$ cat src/acld_pkg.sv
`default_nettype none

package acld_pkg;

	// Default line buffer depth in bytes.
	localparam int BUFFER_DEPTH_DEF = 16;

	// Line control characters.
	localparam logic [7:0] CH_LF = 8'h0a;
	localparam logic [7:0] CH_CR = 8'h0d;

	// Command table: entry 0 is the sensor command, entries 1 to 4 the pin commands.
	localparam int NUM_CMDS   = 5;
	localparam int SENSOR_LEN = 8;
	localparam int PIN_LEN    = 6;
	localparam int NUM_PINS   = 4;

	// Sensor command text, first character in the top byte.
	localparam logic [63:0] SENSOR_CMD = 64'h41542B4448543131;

	// Pin command texts in pin bit order.
	localparam logic [47:0] PIN_CMD [NUM_PINS] = '{"AT+PB4", "AT+PB5", "AT+PC3", "AT+PC4"};

	// Kinds of result word.
	typedef enum logic [1:0] {
		EV_SENSOR = 2'd0,
		EV_PIN    = 2'd1,
		EV_ECHO   = 2'd2
	} ev_kind_t;

	// Classification that the front end attaches to each received byte.
	typedef enum logic [1:0] {
		JOB_STORE,
		JOB_SENSOR,
		JOB_PIN,
		JOB_ECHO
	} job_kind_t;

	// One queued job: the received byte, its class and the pin states after it.
	typedef struct packed {
		job_kind_t  kind;
		logic [3:0] pins;
		logic [7:0] data;
	} job_t;

	// Back end sequencer states.
	typedef enum logic {
		BK_IDLE,
		BK_ECHO
	} back_state_t;

	// Character idx of command cmd.
	function automatic logic [7:0] cmd_char(input logic [2:0] cmd, input logic [2:0] idx);
		logic [7:0] r;
		r = 8'h00;
		if (cmd == 3'd0) begin
			r = SENSOR_CMD[63 - 8 * int'(idx) -: 8];
		end else if (int'(idx) < PIN_LEN && int'(cmd) <= NUM_PINS) begin
			r = PIN_CMD[int'(cmd) - 1][47 - 8 * int'(idx) -: 8];
		end
		return r;
	endfunction

	// Length of command cmd in characters.
	function automatic int cmd_len(input logic [2:0] cmd);
		return (cmd == 3'd0) ? SENSOR_LEN : PIN_LEN;
	endfunction

endpackage

`default_nettype wire

$ cat src/acld_if.sv
`default_nettype none

// Channel of received bytes.
interface acld_rx_if;
	logic       valid;
	logic       ready;
	logic [7:0] rx_byte;

	modport source (output valid, output rx_byte, input ready);
	modport sink (input valid, input rx_byte, output ready);
endinterface

// Channel of result words.
interface acld_ev_if;
	logic       valid;
	logic       ready;
	logic [1:0] event_kind;
	logic [7:0] echo_byte;
	logic       last;
	logic [3:0] pin_states;

	modport source (output valid, output event_kind, output echo_byte, output last,
		output pin_states, input ready);
	modport sink (input valid, input event_kind, input echo_byte, input last,
		input pin_states, output ready);
endinterface

`default_nettype wire

$ cat src/acld_fifo.sv
`default_nettype none

module acld_fifo
	import acld_pkg::*;
#(
	parameter int WIDTH = 16
) (
	input  wire logic             clk,
	input  wire logic             arst_n,
	input  wire logic             push,
	input  wire logic [WIDTH-1:0] push_data,
	output logic                  full,
	input  wire logic             pop,
	output logic [WIDTH-1:0]      pop_data,
	output logic                  not_empty
);

	logic [WIDTH-1:0] entry_q [2];
	logic             wr_ptr_q;
	logic             rd_ptr_q;
	logic [1:0]       count_q;

	assign full      = (count_q == 2'd2);
	assign not_empty = (count_q != 2'd0);
	assign pop_data  = entry_q[rd_ptr_q];

	// Pointers and occupancy.
	always_ff @(posedge clk or negedge arst_n) begin
		if (!arst_n) begin
			wr_ptr_q <= 1'b0;
			rd_ptr_q <= 1'b0;
			count_q  <= 2'd0;
		end else begin
			if (push) begin
				wr_ptr_q <= ~wr_ptr_q;
			end
			if (pop) begin
				rd_ptr_q <= ~rd_ptr_q;
			end
			if (push && !pop) begin
				count_q <= count_q + 2'd1;
			end else if (pop && !push) begin
				count_q <= count_q - 2'd1;
			end
		end
	end

	// Entry storage.
	always_ff @(posedge clk) begin
		if (push) begin
			entry_q[wr_ptr_q] <= push_data;
		end
	end

endmodule

`default_nettype wire

$ cat src/acld_front.sv
`default_nettype none

module acld_front
	import acld_pkg::*;
#(
	parameter  int BUFFER_DEPTH = BUFFER_DEPTH_DEF,
	localparam int PW           = $clog2(BUFFER_DEPTH),
	localparam int FW           = $clog2(BUFFER_DEPTH + 1)
) (
	input  wire logic          clk,
	input  wire logic          arst_n,
	acld_rx_if.sink            rx,
	output logic               push,
	output job_t               push_job,
	output logic [PW-1:0]      push_pos,
	input  wire logic          full
);

	logic [FW-1:0]       fill_q;
	logic                prev_cr_q;
	logic [NUM_CMDS-1:0] match_q;
	logic [3:0]          pins_q;

	logic                accept;
	logic [PW-1:0]       pos;
	logic                line_end;
	logic [NUM_CMDS-1:0] match_d;
	logic [3:0]          pins_d;
	job_kind_t           kind;
	logic                found;
	logic                ch_ok;

	assign rx.ready = !full;
	assign accept   = rx.valid && !full;

	// A full buffer wraps to position zero before the byte is stored.
	assign pos = (fill_q == FW'(BUFFER_DEPTH)) ? '0 : fill_q[PW-1:0];

	// The line ends on a line feed at a nonzero position that directly follows a carriage return.
	assign line_end = (rx.rx_byte == CH_LF) && (pos != '0) && prev_cr_q;

	// Running prefix match against each command and classification of the byte.
	always_comb begin
		match_d = match_q;
		pins_d  = pins_q;
		kind    = JOB_STORE;
		found   = 1'b0;
		ch_ok   = 1'b0;
		for (int c = 0; c < NUM_CMDS; c++) begin
			ch_ok = (rx.rx_byte == cmd_char(3'(c), pos[2:0]));
			if (pos == '0) begin
				match_d[c] = ch_ok;
			end else if (pos < PW'(cmd_len(3'(c)))) begin
				match_d[c] = match_q[c] && ch_ok;
			end
		end
		if (line_end) begin
			if (match_q[0] && pos == PW'(SENSOR_LEN + 1)) begin
				kind = JOB_SENSOR;
			end else begin
				for (int i = 0; i < NUM_PINS; i++) begin
					if (!found && match_q[i + 1] && pos == PW'(PIN_LEN + 1)) begin
						found  = 1'b1;
						pins_d = pins_q ^ (4'b0001 << i);
					end
				end
				kind = found ? JOB_PIN : JOB_ECHO;
			end
		end
	end

	// Line state registers.
	always_ff @(posedge clk or negedge arst_n) begin
		if (!arst_n) begin
			fill_q    <= '0;
			prev_cr_q <= 1'b0;
			match_q   <= '0;
			pins_q    <= 4'h0;
		end else if (accept) begin
			fill_q    <= line_end ? '0 : FW'(pos) + FW'(1);
			prev_cr_q <= (rx.rx_byte == CH_CR);
			match_q   <= match_d;
			pins_q    <= pins_d;
		end
	end

	assign push          = accept;
	assign push_job.kind = kind;
	assign push_job.pins = pins_d;
	assign push_job.data = rx.rx_byte;
	assign push_pos      = pos;

endmodule

`default_nettype wire

$ cat src/acld_back.sv
`default_nettype none

module acld_back
	import acld_pkg::*;
#(
	parameter  int BUFFER_DEPTH = BUFFER_DEPTH_DEF,
	localparam int PW           = $clog2(BUFFER_DEPTH)
) (
	input  wire logic          clk,
	input  wire logic          arst_n,
	input  wire logic          head_valid,
	input  wire job_t          head_job,
	input  wire logic [PW-1:0] head_pos,
	output logic               pop,
	acld_ev_if.source          ev
);

	logic [7:0]  line_mem [BUFFER_DEPTH];
	logic [7:0]  rdata_q;

	back_state_t state_q;
	back_state_t state_d;
	logic [PW-1:0] idx_q;
	logic [PW-1:0] end_pos_q;
	logic [3:0]  echo_pins_q;

	logic        out_valid_q;
	ev_kind_t    out_kind_q;
	logic [7:0]  out_byte_q;
	logic        out_last_q;
	logic [3:0]  out_pins_q;

	logic        slot_free;
	logic        load;
	logic        adv;
	logic        start_echo;
	ev_kind_t    ld_kind;
	logic [7:0]  ld_byte;
	logic        ld_last;
	logic [3:0]  ld_pins;
	logic [PW-1:0] rd_addr;

	// The output register takes a new word when empty or being drained.
	assign slot_free = !out_valid_q || ev.ready;

	// Sequencer: single results for commands, a byte stream for echoed lines.
	always_comb begin
		state_d    = state_q;
		pop        = 1'b0;
		load       = 1'b0;
		adv        = 1'b0;
		start_echo = 1'b0;
		ld_kind    = EV_ECHO;
		ld_byte    = 8'h00;
		ld_last    = 1'b0;
		ld_pins    = echo_pins_q;
		unique case (state_q)
			BK_IDLE: begin
				if (head_valid) begin
					unique case (head_job.kind)
						JOB_STORE: begin
							pop = 1'b1;
						end
						JOB_SENSOR, JOB_PIN: begin
							if (slot_free) begin
								pop     = 1'b1;
								load    = 1'b1;
								ld_kind = (head_job.kind == JOB_SENSOR) ? EV_SENSOR : EV_PIN;
								ld_last = 1'b1;
								ld_pins = head_job.pins;
							end
						end
						JOB_ECHO: begin
							pop        = 1'b1;
							start_echo = 1'b1;
							state_d    = BK_ECHO;
						end
						default: begin
							pop = 1'b1;
						end
					endcase
				end
			end
			BK_ECHO: begin
				if (slot_free) begin
					load    = 1'b1;
					adv     = 1'b1;
					ld_byte = rdata_q;
					ld_last = (idx_q == end_pos_q);
					if (idx_q == end_pos_q) begin
						state_d = BK_IDLE;
					end
				end
			end
			default: begin
				state_d = BK_IDLE;
			end
		endcase
	end

	// Read address runs one step ahead when the current byte is delivered.
	always_comb begin
		if (state_q == BK_IDLE) begin
			rd_addr = '0;
		end else if (adv && idx_q != end_pos_q) begin
			rd_addr = idx_q + PW'(1);
		end else begin
			rd_addr = idx_q;
		end
	end

	// Line buffer memory with registered read.
	always_ff @(posedge clk) begin
		if (pop) begin
			line_mem[head_pos] <= head_job.data;
		end
		rdata_q <= line_mem[rd_addr];
	end

	// Control registers.
	always_ff @(posedge clk or negedge arst_n) begin
		if (!arst_n) begin
			state_q     <= BK_IDLE;
			idx_q       <= '0;
			out_valid_q <= 1'b0;
		end else begin
			state_q <= state_d;
			if (start_echo) begin
				idx_q <= '0;
			end else if (adv && idx_q != end_pos_q) begin
				idx_q <= idx_q + PW'(1);
			end
			if (load) begin
				out_valid_q <= 1'b1;
			end else if (ev.ready) begin
				out_valid_q <= 1'b0;
			end
		end
	end

	// Echo context and output word payload.
	always_ff @(posedge clk) begin
		if (start_echo) begin
			end_pos_q   <= head_pos;
			echo_pins_q <= head_job.pins;
		end
		if (load) begin
			out_kind_q <= ld_kind;
			out_byte_q <= ld_byte;
			out_last_q <= ld_last;
			out_pins_q <= ld_pins;
		end
	end

	assign ev.valid      = out_valid_q;
	assign ev.event_kind = out_kind_q;
	assign ev.echo_byte  = out_byte_q;
	assign ev.last       = out_last_q;
	assign ev.pin_states = out_pins_q;

endmodule

`default_nettype wire

$ cat src/at_command_line_decoder.sv
// A command result reaches the output register through the job queue after its line feed.
// Throughput: one byte per cycle is taken while the two-entry job queue has room.
// An echoed line holds the back end, one echo word per cycle unless the output stalls.
// Reset clears the fill count, the command match flags, the pin bits and all handshakes.
// The line buffer memory needs no clearing: every position is written before it is read.
`default_nettype none

module at_command_line_decoder
	import acld_pkg::*;
#(
	parameter  int BUFFER_DEPTH = BUFFER_DEPTH_DEF,
	localparam int PW           = $clog2(BUFFER_DEPTH)
) (
	input  wire logic clk,
	input  wire logic arst_n,
	acld_rx_if.sink   rx,
	acld_ev_if.source ev
);

	localparam int QW = $bits(job_t) + PW;

	logic          push;
	job_t          push_job;
	logic [PW-1:0] push_pos;
	logic          full;
	logic          pop;
	logic          not_empty;
	logic [QW-1:0] head_word;
	job_t          head_job;
	logic [PW-1:0] head_pos;

	// Front end: line tracking and command classification.
	acld_front #(
		.BUFFER_DEPTH(BUFFER_DEPTH)
	) u_front (
		.clk      (clk),
		.arst_n   (arst_n),
		.rx       (rx),
		.push     (push),
		.push_job (push_job),
		.push_pos (push_pos),
		.full     (full)
	);

	// Job queue between the two ends.
	acld_fifo #(
		.WIDTH(QW)
	) u_fifo (
		.clk       (clk),
		.arst_n    (arst_n),
		.push      (push),
		.push_data ({push_job, push_pos}),
		.full      (full),
		.pop       (pop),
		.pop_data  (head_word),
		.not_empty (not_empty)
	);

	assign head_job = head_word[QW-1:PW];
	assign head_pos = head_word[PW-1:0];

	// Back end: line storage and result words.
	acld_back #(
		.BUFFER_DEPTH(BUFFER_DEPTH)
	) u_back (
		.clk        (clk),
		.arst_n     (arst_n),
		.head_valid (not_empty),
		.head_job   (head_job),
		.head_pos   (head_pos),
		.pop        (pop),
		.ev         (ev)
	);

endmodule

`default_nettype wire
$ cat src/flat_wrapper.sv
// flat-port wrapper written by rule: the top's interface ports become plain ports
module at_command_line_decoder_flat import acld_pkg::*;
#(
	parameter  int BUFFER_DEPTH = BUFFER_DEPTH_DEF,
	localparam int PW           = $clog2(BUFFER_DEPTH)
)
  (clk, arst_n, rx_valid, rx_rx_byte, rx_ready, ev_valid, ev_event_kind, ev_echo_byte, ev_last, ev_pin_states, ev_ready);
  acld_rx_if rx_i ();
  acld_ev_if ev_i ();
  input  wire logic clk;
  input  wire logic arst_n;
  input wire logic [$bits(rx_i.valid)-1:0] rx_valid;
  input wire logic [$bits(rx_i.rx_byte)-1:0] rx_rx_byte;
  output wire logic [$bits(rx_i.ready)-1:0] rx_ready;
  output wire logic [$bits(ev_i.valid)-1:0] ev_valid;
  output wire logic [$bits(ev_i.event_kind)-1:0] ev_event_kind;
  output wire logic [$bits(ev_i.echo_byte)-1:0] ev_echo_byte;
  output wire logic [$bits(ev_i.last)-1:0] ev_last;
  output wire logic [$bits(ev_i.pin_states)-1:0] ev_pin_states;
  input wire logic [$bits(ev_i.ready)-1:0] ev_ready;
  assign rx_i.valid = rx_valid;
  assign rx_i.rx_byte = rx_rx_byte;
  assign rx_ready = rx_i.ready;
  assign ev_valid = ev_i.valid;
  assign ev_event_kind = ev_i.event_kind;
  assign ev_echo_byte = ev_i.echo_byte;
  assign ev_last = ev_i.last;
  assign ev_pin_states = ev_i.pin_states;
  assign ev_i.ready = ev_ready;
  at_command_line_decoder #(.BUFFER_DEPTH(BUFFER_DEPTH)) u_core (.clk(clk), .arst_n(arst_n), .rx(rx_i), .ev(ev_i));
endmodule
$ cat config.mk
export PLATFORM = sky130hd
export DESIGN_NAME = at_command_line_decoder_flat
export DESIGN_NICKNAME = d
export VERILOG_FILES = /design/src/acld_pkg.sv /design/src/acld_if.sv /design/src/acld_fifo.sv /design/src/acld_front.sv /design/src/acld_back.sv /design/src/at_command_line_decoder.sv /design/src/flat_wrapper.sv
export SDC_FILE = /design/constraint.sdc
export NUM_CORES = 1
export LEC_CHECK = 0
export ABC_AREA = 0
export BUFFER_PORTS_ARGS = -buffer_cell sky130_fd_sc_hd__buf_2
export CAP_MARGIN = 20
export CORE_MARGIN = 1.5
export CORE_UTILIZATION = 55
export DETAILED_ROUTE_END_ITERATION = 10
export PLACE_DENSITY = 0.72
export SLEW_MARGIN = 20
export SYNTH_ARGS = -nofsm -noshare
export SYNTH_HDL_FRONTEND = slang
export SYNTH_SLANG_ARGS = --single-unit
$ cat constraint.sdc
create_clock -name clk -period 7.65 [get_ports clk]
set_input_delay 1.53 -clock clk [delete_from_list [all_inputs] [get_ports clk]]
set_output_delay 1.53 -clock clk [all_outputs]
set_load 0.005 [all_outputs]
=== Word level (Yosys, flattened, before mapping) ===
Memories as Yosys holds them, arrays and structs flattened. A register that Yosys moved wholly into a read port is not among the register bits.
Cells that the tools add are included.

* Input bits: 12
* Bits in writable memories: 164
* Memories kept: 2
* Output and inout port bits: 17
* Register bits: 48

{| class="wikitable"
|+ Memories
! name !! words !! bits a word !! read ports !! clocked after memory_dff !! wr ports !! line !! RTL
|-
| u_core.u_back.line_mem || 16 || 8 || 1 || 1 || 1 || acld_back.sv:18 || <nowiki>logic [7:0] line_mem [BUFFER_DEPTH];</nowiki>
|-
| u_core.u_fifo.entry_q || 2 || 18 || 1 || 0 || 1 || acld_fifo.sv:18 || <nowiki>logic [WIDTH-1:0] entry_q [2];</nowiki>
|}

* Reductions and logical operators: 41
* Magnitude comparators: 3
* Shift operators: 5
* Bitwise logic cells: 10
* Equality and inequality tests: 16
* Muxes and demuxes: 69
* Add/subtract/negate cells: 6

{| class="wikitable"
|+ Operators with widths
! operator !! count
|-
| $shiftx 55x7->8 const A || 4
|-
| $shiftx 71x7->8 const A || 1
|-
| $mux 4 || 11
|-
| $mux 1 || 43
|-
| $eq 8x8->1 || 5
|-
| $mux 8 || 4
|-
| $logic_and 1x1->1 || 19
|-
| $eq 8x4->1 const B || 2
|-
| $sub 6x6->7 const A || 2
|-
| $mux 2 || 5
|-
| $not 1->1 || 10
|-
| $reduce_bool 2->1 || 5
|-
| $pmux 1 s2 || 4
|-
| $logic_not 1->1 || 7
|-
| $eq 2x2->1 const B || 3
|-
| $reduce_and 2->1 || 3
|-
| $add 4x1->5 const B || 1
|-
| $eq 5x5->1 const B || 1
|-
| $mux 5 || 1
|-
| $add 4x1->4 const B || 1
|-
| $eq 4x3->1 const B || 1
|-
| $eq 4x4->1 || 1
|-
| $eq 4x4->1 const B || 1
|-
| $logic_not 4->1 || 1
|-
| other kinds (13) || 14
|}

=== Depth between registers and ports, before layout ===
* Word-level depth: 28
* Mapped depth: 11
* Gate-level depth less buffers: 9

=== Modules after synthesis ===
Synthesis repeated with hierarchy kept, for this count alone.

* Cell total of the unflattened synthesis: 771
* Area total of the unflattened synthesis: 10073.4 um2

{| class="wikitable"
|+ Modules (own cells, without submodules)
! module !! seq. area each (um2) !! area an instance (um2) !! cells each !! instances
|-
| acld_back || 4844.6 || 7049.3 || 519 || 1
|-
| acld_fifo || 1181.1 || 1537.7 || 72 || 1
|-
| acld_front || 375.4 || 1486.4 || 180 || 1
|}

=== Worst setup path after synthesis ===
No wires, ideal clock.

* Kind: input -> register
* From: input port ev_ready
* To: register u_core.u_back.rdata_q[4], read port of u_core.u_back.line_mem
* Library setup time: 130 ps
* Stages on the path: 8
* Setup slack: 4458 ps
* Required time: 7520 ps
* Arrival: 3062 ps
* Cell sequence: nand2b_1 o41ai_4 or3_1 buf_2 nand2_4 nand2_2 a2111oi_2 nor4_2

* Cells in the longest elaborated chain, start to end: 6

{| class="wikitable"
|+ RTL lines
! element !! line !! RTL
|-
| start, declared || flat_wrapper.sv:20 || <nowiki>input wire logic [$bits(ev_i.ready)-1:0] ev_ready;</nowiki>
|-
| $logic_or 1x1->1 || acld_back.sv:44 || <nowiki>assign slot_free = !out_valid_q || ev.ready;</nowiki>
|-
| $mux 1 || acld_back.sv:85 || <nowiki>if (slot_free) begin</nowiki>
|-
| $mux 1 || acld_back.sv:57 || <nowiki>unique case (state_q)</nowiki>
|-
| $logic_and 1x1->1 || acld_back.sv:105 || <nowiki>end else if (adv && idx_q != end_pos_q) begin</nowiki>
|-
| $mux 4 || acld_back.sv:105 ||
|-
| $mux 4 || acld_back.sv:103 || <nowiki>if (state_q == BK_IDLE) begin</nowiki>
|-
| end, declared || acld_back.sv:19 || <nowiki>logic [7:0] rdata_q;</nowiki>
|}

Every way passes these cells.
A chain may end at the register's enable or synchronous reset.

=== Worst setup path in the final report ===
* From: input port ev_ready
* To: register u_core.u_back.rdata_q[1], read port of u_core.u_back.line_mem

Same word-level chain as after synthesis.

==> reports/metrics.csv <==
metric;value;unit
grtUsageTotal;24.8;%
start_util;56.8;%
tns;0;ns
grt.met2_usage;39.0;%
status;finished clean;
drc;0;
postRouteAntennaNets;0;
crit_type;in2reg;
internal_power;0.00287;W
maxSlewHeadroom;26.8;%
dr.pass1.iters;5;
avgRoutedWirePerCell;21.6;um
core;17400;um2
endpoint_kind;register;
crit_slowest_cell;nor2b_1;
fin_nets;828;
crit_chain;buf_2, nand2b_1, o41ai_4, mux2i_1, nor2b_1, o21ai_0, a21oi_1, nor4_2;
finClkSkew;0.0131;ns
cts-buffers-inserted;22;
drt_iter0_drc;719;
synth_area_leader_cell;edfxtp_1;
yosysUniqueCellTypes;66;
fillers;1344;
slew_violations;0;
max_stage_delay;0.82;ns
insertion_delay;0.50;ns
grt_overflow_total;0;
syn2layout_area_growth;9.42;%
grtUsageMet1;36.1;%
crit_arrival;4.17;ns
fin_crit_sh;49.6;%
p_leak;3.88;nW
maxCapViolations;0;
die_y;137;um
grt_pass1_vias;6148;
cts_setup_buffers;0;
register_area;6400;um2
grtUsageMet3;3.67;%
clk_path_buf_depth;3;
clockRootBuffer;clkbuf_16;
dieArea;18800;um2
syn-num-nets;817;
synth_ff_type;edfxtp_1;
final_util;62.2;%
crit_fanout;16;
port_buffers;28;
grt_max_degree;56;
grt_pass1_wl;34800;um
rows;48;
cp.required;8.03;ns
num_vias;6386;
seqPwrFrac;39.6;%
clkTransAtPathRegs;0.06;ns
drive_above_1_share;12.9;%
antenna_found_initial;0;
ys_seq_area_share;64.7;%
dp_hpwl;14900;um
power_frac_comb;37.1;%
viasPerCell;6.12;
syn_area_per_cell;12.5;um2
synth.top_cell.area_share;56.7;%
grt.busiest_layer;met2;
cts_tree;built;
period_minus_slack;3.79;ns
wl;22500;um
pwr-share-clk;23.3;%
ys_ff_latch;220;
p_sw_share;38.2;%
synth_cells;792;
ios;29;
post_cts_resized;0;
finalHoldViolCount;0;
p_per_area;429;nW/um2
routabilityCongestion;0.845;
synth_warnings;0;
setup_viol;0;
ys_top_cells_by_area;edfxtp_1 57%, dfrtp_1 6.3%, nand2_1 2.9%;
vdd_ir_drop_max;0.000238;V
htree_levels;1;
synthArstFlopShare;11.4;%
chipWidth;137;um
synth_edf_count;187;
worst_pin_slew;1.10;ns
synth_area;9900;um2
diodes;0;
cts_sinks;220;
holdBufCountCts;0;
start_kind;primary input;
timing.fmax;264;MHz
hp-class;reg2reg;
rsz0062_at_grt;no;
multi_input_area;3210;um2
power.net_switching;0.00177;W
## per-stage QoR
step | setup WS (ns) | hold slack (ns) | cells | power, W | instance area [um2]
after floorplan | 4.46 | 0.436 | 792 | 0.00307 | 9900
after global placement | 3.39 | 0.456 | 1004 | 0.00350 | 10100
after detailed placement | 3.29 | 0.463 | 1004 | 0.00355 | 10100
after CTS | 3.79 | 0.475 | 1044 | 0.00463 | 10800
after global routing | 3.62 | 0.513 | 1044 | 0.00488 | 10800
final | 3.86 | 0.478 | 1044 | 0.00465 | 10800
## Yosys cell counts (4+ instances only)
| cell type | instances |
|---|---|
| nand2b_1 | 22 |
| dfxtp_1 | 8 |
| nand3_1 | 53 |
| and2_1 | 7 |
| edfxtp_1 | 187 |
| o21ai_1 | 5 |
| xor2_1 | 12 |
| a31oi_1 | 4 |
| nand2_1 | 77 |
| mux2_2 | 14 |
| buf_6 | 6 |
| nand4_1 | 5 |
| o21ai_0 | 43 |
| nor3_1 | 21 |
| mux2i_1 | 7 |
| clkbuf_1 | 20 |
| nor2_1 | 53 |
| nor3b_1 | 8 |
| and3_1 | 10 |
| o211ai_1 | 10 |
| o22ai_1 | 4 |
| a21oi_1 | 48 |
| xnor2_1 | 20 |
| nor4_2 | 8 |
| inv_1 | 11 |
| buf_2 | 11 |
| nor4_1 | 4 |
| ha_1 | 13 |
| buf_4 | 6 |
| dfrtp_1 | 25 |
| nor2b_1 | 14 |
| nand3b_1 | 4 |
| o311a_1 | 7 |
## power groups by stage
stage / sequential [W] / combinational [W] / clock, W
floorplan: 0.00177 / 0.00131 / 0
global placement: 0.00185 / 0.00165 / 0
detailed placement: 0.00186 / 0.00169 / 0
CTS: 0.00184 / 0.00170 / 0.00109
global route: 0.00186 / 0.00188 / 0.00114
finish: 0.00184 / 0.00172 / 0.00108
## final timing paths
kind,to,depth (start not counted),slack [ns],startpoint
hold reg to reg,u_core.u_front.prev_cr_q,2,0.48,u_core.u_front.prev_cr_q
max in group asynchronous,u_core.u_back.ev.valid,1,6.21,arst_n
setup / recovery,u_core.u_back.rdata_q[1],8,3.86,ev_ready
hold / removal,u_core.u_front.prev_cr_q,2,0.48,u_core.u_front.prev_cr_q
min in group asynchronous,u_core.u_front.match_q[4],1,1.04,arst_n
setup reg to reg,u_core.u_back.rdata_q[1],7,4.21,u_core.u_back.idx_q[2]
## routing by layer
metal  routed length (um)  vias to the layer above
li1                     -                     2944
met2                10500                      265
met4                  531                        0
met3                 1610                       39
met1                 9900                     3138
met5                    0                        -
## cells in the final DEF (no fill, tap or decap), types with 10 or more instances in the layout
cell type  Yosys  layout
nand2b_1      22      22
nor2_1        53      53
o211ai_1      10      10
a21oi_1       48      48
xnor2_1       20      20
ha_1          13      13
and3_1        10      10
clkbuf_16      0      23
inv_1         11      11
edfxtp_1     187     187
dfrtp_1       25      25
nand3_1       53      53
nor2b_1       14      14
mux2_2        14      14
buf_2         11      28
nand2_1       77      77
o21ai_0       43      43
nor3_1        21      20
xor2_1        12      12
## logic make-up after synthesis
logic type,Yosys count,share of synthesized area (%)
XOR/XNOR,34,3.16
AO/OA/AOI/OAI,145,9.22
multiplexers,22,2.45
flip-flops,220,64.7
AND/OR/NAND/NOR,302,15.9
buffers and inverters,56,2.96
adder cells (fa/ha/maj),13,1.64
## cell type report
class	instances	area share (%)
Inverter	12	0.416
Sequential cell	220	59.1
Timing Repair Buffer	31	1.50
Clock buffer	26	5.42
Clock inverter	14	1.33
Tap cell	225	2.60
Multi-Input combinational cell	516	29.6
## sequential cells by signal (all words and copies together) (netlist names)
register                     cells
u_core.u_back.state_q            1
u_core.u_back.echo_pins_q        4
u_core.u_back.ev.echo_byte       8
u_core.u_back.ev.valid           1
u_core.u_fifo.entry_q           36
u_core.u_fifo.rd_ptr_q           1
u_core.u_front.prev_cr_q         1
u_core.u_front.pins_q            4
u_core.u_back.end_pos_q          4
u_core.u_front.fill_q            5
u_core.u_back.ev.last            1
u_core.u_front.match_q           5
u_core.u_back.ev.event_kind      2
u_core.u_back.rdata_q            8
u_core.u_back.line_mem         128
u_core.u_fifo.count_q            2
u_core.u_back.ev.pin_states      4
u_core.u_fifo.wr_ptr_q           1
u_core.u_back.idx_q              4
## worst max-delay path, delay by kind of cell
family / cells / cell delay [ns]
mux: 1 / 0.25
buf+inv: 1 / 0.07
simple gates: 3 / 1.37
compound gates: 3 / 0.93
Note: power is estimated with default switching activity, not from simulation.
